===== src/sbus_rfd_pkg.sv =====
// ----------------------------------------------------------------------------
// sbus_rfd_pkg
// Shared types, constants and decode functions of the sbus remote frame decoder
// ----------------------------------------------------------------------------
package sbus_rfd_pkg;

  localparam int unsigned FRAME_LEN = 25;
  localparam int unsigned CNT_W     = 5;
  localparam int unsigned NUM_CH    = 7;
  localparam int unsigned CH_W      = 11;

  localparam logic [7:0] HEADER_BYTE = 8'h0F;
  localparam logic [7:0] FOOTER_BYTE = 8'h00;

  localparam logic [CNT_W-1:0] LAST_IDX  = CNT_W'(FRAME_LEN - 1);
  localparam logic [CNT_W-1:0] FLAG_IDX  = CNT_W'(23);
  localparam logic [CNT_W-1:0] FULL_CNT  = CNT_W'(FRAME_LEN);
  localparam int unsigned      FLAG_BIT  = 3;

  // switch codes
  localparam logic [1:0] SW_ERROR = 2'd0;
  localparam logic [1:0] SW_DOWN  = 2'd1;
  localparam logic [1:0] SW_MID   = 2'd2;
  localparam logic [1:0] SW_UP    = 2'd3;

  localparam logic [CH_W-1:0] CH_DOWN = 11'd511;
  localparam logic [CH_W-1:0] CH_MID  = 11'd1024;
  localparam logic [CH_W-1:0] CH_UP   = 11'd1541;

  // result causes
  localparam logic [1:0] CAUSE_GOOD    = 2'd0;
  localparam logic [1:0] CAUSE_DISC    = 2'd1;
  localparam logic [1:0] CAUSE_TIMEOUT = 2'd2;

  // config register indexes
  localparam logic CFG_TIMEOUT  = 1'b0;
  localparam logic CFG_DEADBAND = 1'b1;

  localparam logic [15:0] TIMEOUT_RST = 16'd100;

  // stick scaling: q = (mag*16384 + 330) / 660 = (mag*4096 + 82) / 165
  localparam logic [10:0] MAG_CLAMP   = 11'd660;
  localparam logic [14:0] Q_ONE       = 15'd16384;
  localparam logic [22:0] ROUND_OFS   = 23'd82;
  localparam logic [22:0] RECIP_MUL   = 23'd6507527;
  localparam int unsigned RECIP_SHIFT = 30;

  typedef struct packed {
    logic signed [15:0] stick_x;
    logic signed [15:0] stick_y;
    logic signed [15:0] stick_pitch;
    logic signed [15:0] stick_yaw;
    logic signed [15:0] stick_wheel;
    logic [1:0]         left_switch;
    logic [1:0]         right_switch;
    logic               link_up;
    logic               protect_on;
    logic [1:0]         cause;
  } result_t;

  function automatic logic signed [15:0] scale_stick(input logic [CH_W-1:0] v,
                                                     input logic            negate,
                                                     input logic [14:0]     deadband);
    logic [11:0] d;
    logic        neg;
    logic [10:0] mag;
    logic [22:0] num;
    logic [45:0] prod;
    logic [14:0] q;
    logic [15:0] qe;
    d    = {1'b0, v} - 12'd1024;
    neg  = d[11];
    mag  = neg ? 11'(-d) : d[10:0];
    num  = {mag, 12'd0} + ROUND_OFS;
    prod = 46'(num) * 46'(RECIP_MUL);
    q    = prod[RECIP_SHIFT+14:RECIP_SHIFT];
    if (mag > MAG_CLAMP) begin
      q = Q_ONE;
    end
    if (q < deadband) begin
      q = 15'd0;
    end
    qe = {1'b0, q};
    return (neg ^ negate) ? -qe : qe;
  endfunction

  function automatic logic [1:0] decode_switch(input logic [CH_W-1:0] v);
    logic [1:0] code;
    case (v)
      CH_DOWN: code = SW_DOWN;
      CH_MID:  code = SW_MID;
      CH_UP:   code = SW_UP;
      default: code = SW_ERROR;
    endcase
    return code;
  endfunction

endpackage


===== src/sbus_remote_frame_decoder_top.sv =====
// ----------------------------------------------------------------------------
// sbus_remote_frame_decoder_top
// Decodes sbus frames from a byte and tick stream into stick, switch and link
// results
//
// channel   dir  beat contents
// s_axis    in   tdata rx_byte, tlast frame_end, tuser req_type
// m_axis    out  tdata sticks/switches/flags, tuser cause
// cfg       in   cfg_addr_i register index, cfg_data_i value
//
// one beat per cycle while the result is not stalled; a beat is taken into the
// input register and its result is then registered in the result stage
// the five stick scalers each hold one reciprocal multiplier in the result stage
// reset clears counters and the link timeout to 100, deadband to 0
// a stalled result holds the result stage; the input register still takes one beat
// ----------------------------------------------------------------------------
module sbus_remote_frame_decoder_top (
  input  logic        clk_i,
  input  logic        rst_ni,
  input  logic        s_axis_tvalid,
  output logic        s_axis_tready,
  input  logic [7:0]  s_axis_tdata,   // rx_byte
  input  logic        s_axis_tlast,
  input  logic        s_axis_tuser,   // req_type
  output logic        m_axis_tvalid,
  input  logic        m_axis_tready,
  output logic [87:0] m_axis_tdata,   // stick_x, stick_y, stick_pitch, stick_yaw,
                                      // stick_wheel, left_switch, right_switch,
                                      // link_up, protect_on, zero pad
  output logic [1:0]  m_axis_tuser,   // cause
  input  logic        cfg_valid_i,
  output logic        cfg_ready_o,
  input  logic        cfg_addr_i,
  input  logic [15:0] cfg_data_i
);
  import sbus_rfd_pkg::*;

  logic        in_valid_q;
  logic        in_req_q;
  logic [7:0]  in_byte_q;
  logic        in_last_q;

  logic [15:0] timeout_q;
  logic [14:0] deadband_q;

  logic [CNT_W-1:0] cnt_q, cnt_d;
  logic [15:0]      ticks_q, ticks_d;
  logic [7:0]       store_q [FRAME_LEN];

  logic    out_valid_q, out_valid_d;
  result_t res_q, res_d;

  logic        advance;
  logic        proc;
  logic [15:0] ticks_inc;
  logic        timeout_hit;
  logic        frame_ok;
  logic        disc;
  logic [79:0] ch_bits;
  logic [CH_W-1:0] ch [NUM_CH];
  result_t     res_good;
  result_t     res_drop;

  assign advance       = !out_valid_q || m_axis_tready;
  assign proc          = in_valid_q && advance;
  assign s_axis_tready = !in_valid_q || advance;
  assign cfg_ready_o   = 1'b1;

  // input register
  always_ff @(posedge clk_i or negedge rst_ni) begin
    if (!rst_ni) begin
      in_valid_q <= 1'b0;
    end else if (s_axis_tready) begin
      in_valid_q <= s_axis_tvalid;
    end
  end

  always_ff @(posedge clk_i) begin
    if (s_axis_tvalid && s_axis_tready) begin
      in_req_q  <= s_axis_tuser;
      in_byte_q <= s_axis_tdata;
      in_last_q <= s_axis_tlast;
    end
  end

  // config registers
  always_ff @(posedge clk_i or negedge rst_ni) begin
    if (!rst_ni) begin
      timeout_q  <= TIMEOUT_RST;
      deadband_q <= '0;
    end else if (cfg_valid_i) begin
      case (cfg_addr_i)
        CFG_TIMEOUT:  timeout_q  <= cfg_data_i;
        CFG_DEADBAND: deadband_q <= cfg_data_i[14:0];
        default: ;
      endcase
    end
  end

  // frame bytes
  always_ff @(posedge clk_i) begin
    if (proc && !in_req_q && (cnt_q < FULL_CNT)) begin
      store_q[cnt_q] <= in_byte_q;
    end
  end

  // channel unpacking, bytes 1..10
  always_comb begin
    for (int b = 0; b < 10; b++) begin
      ch_bits[8*b +: 8] = store_q[b+1];
    end
    for (int c = 0; c < NUM_CH; c++) begin
      ch[c] = ch_bits[CH_W*c +: CH_W];
    end
  end

  assign ticks_inc   = (ticks_q == 16'hFFFF) ? ticks_q : ticks_q + 16'd1;
  assign timeout_hit = ticks_inc > timeout_q;
  assign frame_ok    = in_last_q && (cnt_q == LAST_IDX) &&
                       (store_q[0] == HEADER_BYTE) && (in_byte_q == FOOTER_BYTE);
  assign disc        = store_q[FLAG_IDX][FLAG_BIT];

  always_comb begin
    res_good.stick_x      = scale_stick(ch[1], 1'b0, deadband_q);
    res_good.stick_y      = scale_stick(ch[0], 1'b1, deadband_q);
    res_good.stick_pitch  = scale_stick(ch[2], 1'b0, deadband_q);
    res_good.stick_yaw    = scale_stick(ch[3], 1'b1, deadband_q);
    res_good.stick_wheel  = scale_stick(ch[4], 1'b0, deadband_q);
    res_good.left_switch  = decode_switch(ch[5]);
    res_good.right_switch = decode_switch(ch[6]);
    res_good.link_up      = 1'b1;
    res_good.protect_on   = (res_good.left_switch != SW_DOWN);
    res_good.cause        = CAUSE_GOOD;

    res_drop              = '0;
    res_drop.protect_on   = 1'b1;
    res_drop.cause        = in_req_q ? CAUSE_TIMEOUT : CAUSE_DISC;
  end

  // result stage
  always_comb begin
    cnt_d       = cnt_q;
    ticks_d     = ticks_q;
    out_valid_d = out_valid_q && !m_axis_tready;
    res_d       = res_q;
    if (proc) begin
      if (in_req_q) begin
        ticks_d = ticks_inc;
        if (timeout_hit) begin
          out_valid_d = 1'b1;
          res_d       = res_drop;
        end
      end else begin
        if (cnt_q <= FULL_CNT) begin
          cnt_d = cnt_q + CNT_W'(1);
        end
        if (in_last_q) begin
          cnt_d = '0;
          if (frame_ok) begin
            out_valid_d = 1'b1;
            if (disc) begin
              res_d = res_drop;
            end else begin
              res_d   = res_good;
              ticks_d = '0;
            end
          end
        end
      end
    end
  end

  always_ff @(posedge clk_i or negedge rst_ni) begin
    if (!rst_ni) begin
      cnt_q       <= '0;
      ticks_q     <= '0;
      out_valid_q <= 1'b0;
    end else begin
      cnt_q       <= cnt_d;
      ticks_q     <= ticks_d;
      out_valid_q <= out_valid_d;
    end
  end

  always_ff @(posedge clk_i) begin
    res_q <= res_d;
  end

  assign m_axis_tvalid = out_valid_q;
  assign m_axis_tuser  = res_q.cause;
  assign m_axis_tdata  = {2'b00, res_q.protect_on, res_q.link_up, res_q.right_switch,
                          res_q.left_switch, res_q.stick_wheel, res_q.stick_yaw,
                          res_q.stick_pitch, res_q.stick_y, res_q.stick_x};

  // byte count never runs past one beyond a full frame
  assert property (@(posedge clk_i) disable iff (!rst_ni)
    cnt_q <= FULL_CNT + CNT_W'(1))
    else $error("byte count overflow");

  // a dropped-link result carries cleared sticks and protect on
  assert property (@(posedge clk_i) disable iff (!rst_ni)
    m_axis_tvalid && (m_axis_tuser != CAUSE_GOOD) |->
      (m_axis_tdata[85:0] == {1'b1, 85'd0}))
    else $error("reset result not cleared");

  // a good frame restarts the tick counter
  assert property (@(posedge clk_i) disable iff (!rst_ni)
    proc && !in_req_q && frame_ok && !disc |=> ticks_q == 16'd0)
    else $error("tick counter not cleared by good frame");

  // a burst end always restarts the byte count
  assert property (@(posedge clk_i) disable iff (!rst_ni)
    proc && !in_req_q && in_last_q |=> cnt_q == '0)
    else $error("byte count not cleared at burst end");

  // good results show link up
  assert property (@(posedge clk_i) disable iff (!rst_ni)
    m_axis_tvalid && (m_axis_tuser == CAUSE_GOOD) |-> m_axis_tdata[84])
    else $error("good result without link up");

endmodule

===== config.mk =====
export PLATFORM = sky130hd
export DESIGN_NAME = sbus_remote_frame_decoder_top
export DESIGN_NICKNAME = d
export VERILOG_FILES = /design/src/sbus_rfd_pkg.sv /design/src/sbus_remote_frame_decoder_top.sv
export SDC_FILE = /design/constraint.sdc
export NUM_CORES = 2
export LEC_CHECK = 0
export ABC_AREA = 1
export BUFFER_PORTS_ARGS = -buffer_cell sky130_fd_sc_hd__buf_2
export CAP_MARGIN = 20
export CORE_ASPECT_RATIO = 0.9
export CORE_MARGIN = 2
export CORE_UTILIZATION = 30
export DETAILED_ROUTE_END_ITERATION = 12
export PLACE_DENSITY = 0.47
export SYNTH_ARGS = -nofsm -noshare
export SYNTH_HDL_FRONTEND = slang
export SYNTH_SLANG_ARGS = --single-unit

===== constraint.sdc =====
create_clock -name clk_i -period 7.55 [get_ports clk_i]
set_input_delay 1.1325 -clock clk_i [delete_from_list [all_inputs] [get_ports clk_i]]
set_output_delay 1.1325 -clock clk_i [all_outputs]
set_load 0.01 [all_outputs]

==> run summary <==
Status: finished, final reports clean
PortBufs: 121
Delay-heaviest family, CP: adder cells
Clk sinks: 238
Dpl hpwl: 108 mm
Global-route wire length before repair: 199 mm
Initial Util: 30.3%
Clock slew at reported path FFs: 0.06 ns
Req. time, crit path: 7.90 ns
Max frequency: 134 MHz
CP Launch Point: store_q[5][2]
Fin. max-slew vios: 0
Worst IR Drop VDD: 0.433 mV
RR Startpoint: store_q[5][2]
Relative slew slack: 28.8%
Multi-input gate area: 33,400 sq um
Via density per instance: 4.70
Total Power Consumption: 23.2 mW
Slowest cell on the critical path: fa_1
Post-synthesis sequential area ratio: 17.8%
Number of flops mapped to enable cells by yosys: 184
Arr. time, crit path: 7.83 ns
M1 WL: 63.9 mm
Clock tree root buffer cell: clkbuf_16
Worst Path Max Fanout: 4
Yosys top cell area share: 27.5%
Area after DPL: 46,400 sq um
Top cells by count, synth: inv_1, nand2_1, ha_1
Critical Path Start Type: flip-flop
Worst-margin pin slew: 1.06 ns
CORE AREA: 127,000 sq um
Ys async rst share: 22.7%
Final period util: 99.1%
Power Density: 426 nW/um^2
Row cnt: 124
Max cap viols: 0
Synth Cell Area: 38,600 sq um
Vias in the first global route: 34,900
CP endpoint: m_axis_tdata[56]
Period minus WS final: 7.48 ns
Final wirelength: 132 mm
Worst min path class: flip-flop to flip-flop
FF/Latch Area: 6880 sq um
Routed Antenna Nets: 0
CTS tree: yes
Diodes inserted: 0
Gr usage total: 19.3%
WL/cell: 17.4 um
Final setup fails: 0
IO Pins: 125
Crit Path Class: flip-flop to flip-flop
Pleak: 27.3 nW
Syn_area_per_cell: 7.87 sq um
Top layer used by detailed routing: met4
Die X: 382 um
Most frequent cell after synthesis: inv_1
Layout area overhead: 40.9%
Crit path buffers/inverters: 10
Primary FF master, synth: edfxtp_1
Max Buffers Root-to-Sink: 3
Number of synthesized register bits: 238
Most area-hungry cell type in the Yosys netlist: ha_1
DRT iter0 DRCs: 1,867
Antenna violations before repair: 13
Unrepaired setup endpoints after global routing: yes
Met3 WL: 4.77 mm
Met2 Wirelength: 60.2 mm
Post-synth cell types: 65
DR DRC count: 0
Clock skew: 0.0646 ns
Flop2flop setup slack: 0.07 ns
CTS Buf Count: 30
Hold path start: deadband_q[10]
WP depth: 45
Grt ovf: 0
Fin Hold WS: 0.486 ns
Reg2Reg Depth: 45
Slowest cell delay on critical path: 0.53 ns
Mapped Cells: 4,910
Die Y: 344 um
Fraction of layout cells with a size suffix above 1: 33.8%
# nets final: 6,968
Global placement routability congestion: 0.897
Yosys warns: 0
CP dominant cell by count: ha_4
DR pass1 iterations: 5
Synth area leaders: ha_1, edfxtp_1, fa_1, inv_1, nand2_1
Hold Vio Cnt, Final: 0
Later-pin clock latency in the skew report: 0.65 ns
Die area: 132,000 sq um
RR Endpoint: m_axis_tdata[56]
Final instance area: 54,500 sq um
Endpoint type of the worst setup path: flip-flop
H-tree levels: 1
Largest net degree at the start of global routing: 59
Fill count: 12,700
Routed vias: 35,500
timing repair:
item | in CTS | in global routing
gates cloned | 2 | 3
hold buffers | 0 | 0
pin swaps | 99 | 456
setup buffers | 43 | 120
setup endpoints to repair | 75 | 78
gates resized for setup | 279 | 831
how the worst min path moves through the flow:
stage	endpoint	slack (ns)	depth (start not counted)
after CTS	timeout_q[12]	0.49	2
after global routing	deadband_q[6]	0.51	2
after floorplan	deadband_q[10]	0.45	2
after global placement	deadband_q[1]	0.47	2
final	deadband_q[10]	0.49	2
after detailed placement	deadband_q[12]	0.48	2
layer usage:
metal | vias to the layer above | GRT usage [%]
met2 | 593 | 32.3
met1 | 17000 | 27.6
met5 | - | 0
met4 | 0 | 2.76
li1 | 17800 | -
met3 | 122 | 1.70
layout make-up:
class                   instances  share of cell area, %
multi-input cells            3605                   61.3
repair buffers                961                   13.3
flip-flops and latches        238                   12.6
inverters                    1012                   7.03
well taps                    1701                   3.91
clock buffers                  35                   1.47
clock inverters                19                  0.381
where the power goes:
group / internal (mW) / switching (mW) / leakage, nW
Sequential: 1.58 / 0.0809 / 2.39
Combinational: 9.30 / 10.8 / 24.5
Clock: 0.834 / 0.639 / 0.469
Total: 11.7 / 11.5 / 27.3
stage by stage:
step / setup slack (ns) / TNS (ns) / cells / util [%]
finish: 0.0706 / 0 / 7571 / 42.8
detailed placement: -0.526 / -18.63 / 7355 / 36.5
CTS: 0.000793 / 0 / 7452 / 38.8
global placement: -0.480 / -16.81 / 7355 / 36.5
floorplan: 0.00826 / 0 / 4911 / -
global route: -0.320 / -7.02 / 7571 / 42.8
sequential cells by signal (all words and copies together) (netlist names), 2 cells and up:
signal	count
m_axis_tuser	2
store_q	86
deadband_q	15
m_axis_tdata	86
ticks_q	16
timeout_q	16
cnt_q	5
in_byte_q	8
cell usage in the layout, fill, tap and decap left out, types with 47 or more instances in the layout:
| cell | count |
|---|---|
| o21ai_0 | 117 |
| a21oi_2 | 72 |
| ha_1 | 609 |
| a21oi_1 | 160 |
| nand2_1 | 761 |
| xnor2_1 | 47 |
| buf_2 | 123 |
| nor2_4 | 47 |
| nor3_1 | 51 |
| dfrtp_1 | 51 |
| ha_4 | 230 |
| edfxtp_1 | 184 |
| nor2_2 | 77 |
| nand2_4 | 59 |
| fa_1 | 236 |
| nor2_1 | 318 |
| inv_2 | 109 |
| nand3_1 | 140 |
| buf_4 | 779 |
| inv_1 | 891 |
| nand2_2 | 131 |
| nand4_1 | 63 |
cell families after synthesis:
family                   after synthesis  synth area share (%)
XOR/XNOR                             110                  2.49
AND/OR/NAND/NOR                     1780                  19.6
AO/OA/AOI/OAI                        623                  9.50
buffers and inverters               1069                  10.7
other                                  2                0.0194
adder cells (fa/ha/maj)             1088                  39.8
flip-flops                           238                  17.8
worst min-delay path, stage by stage (launching register included):
cell	delay (ns)
dfrtp_1	0.34
nand2_1	0.05
o21ai_0	0.06
Note: power is estimated with default switching activity, not from simulation.
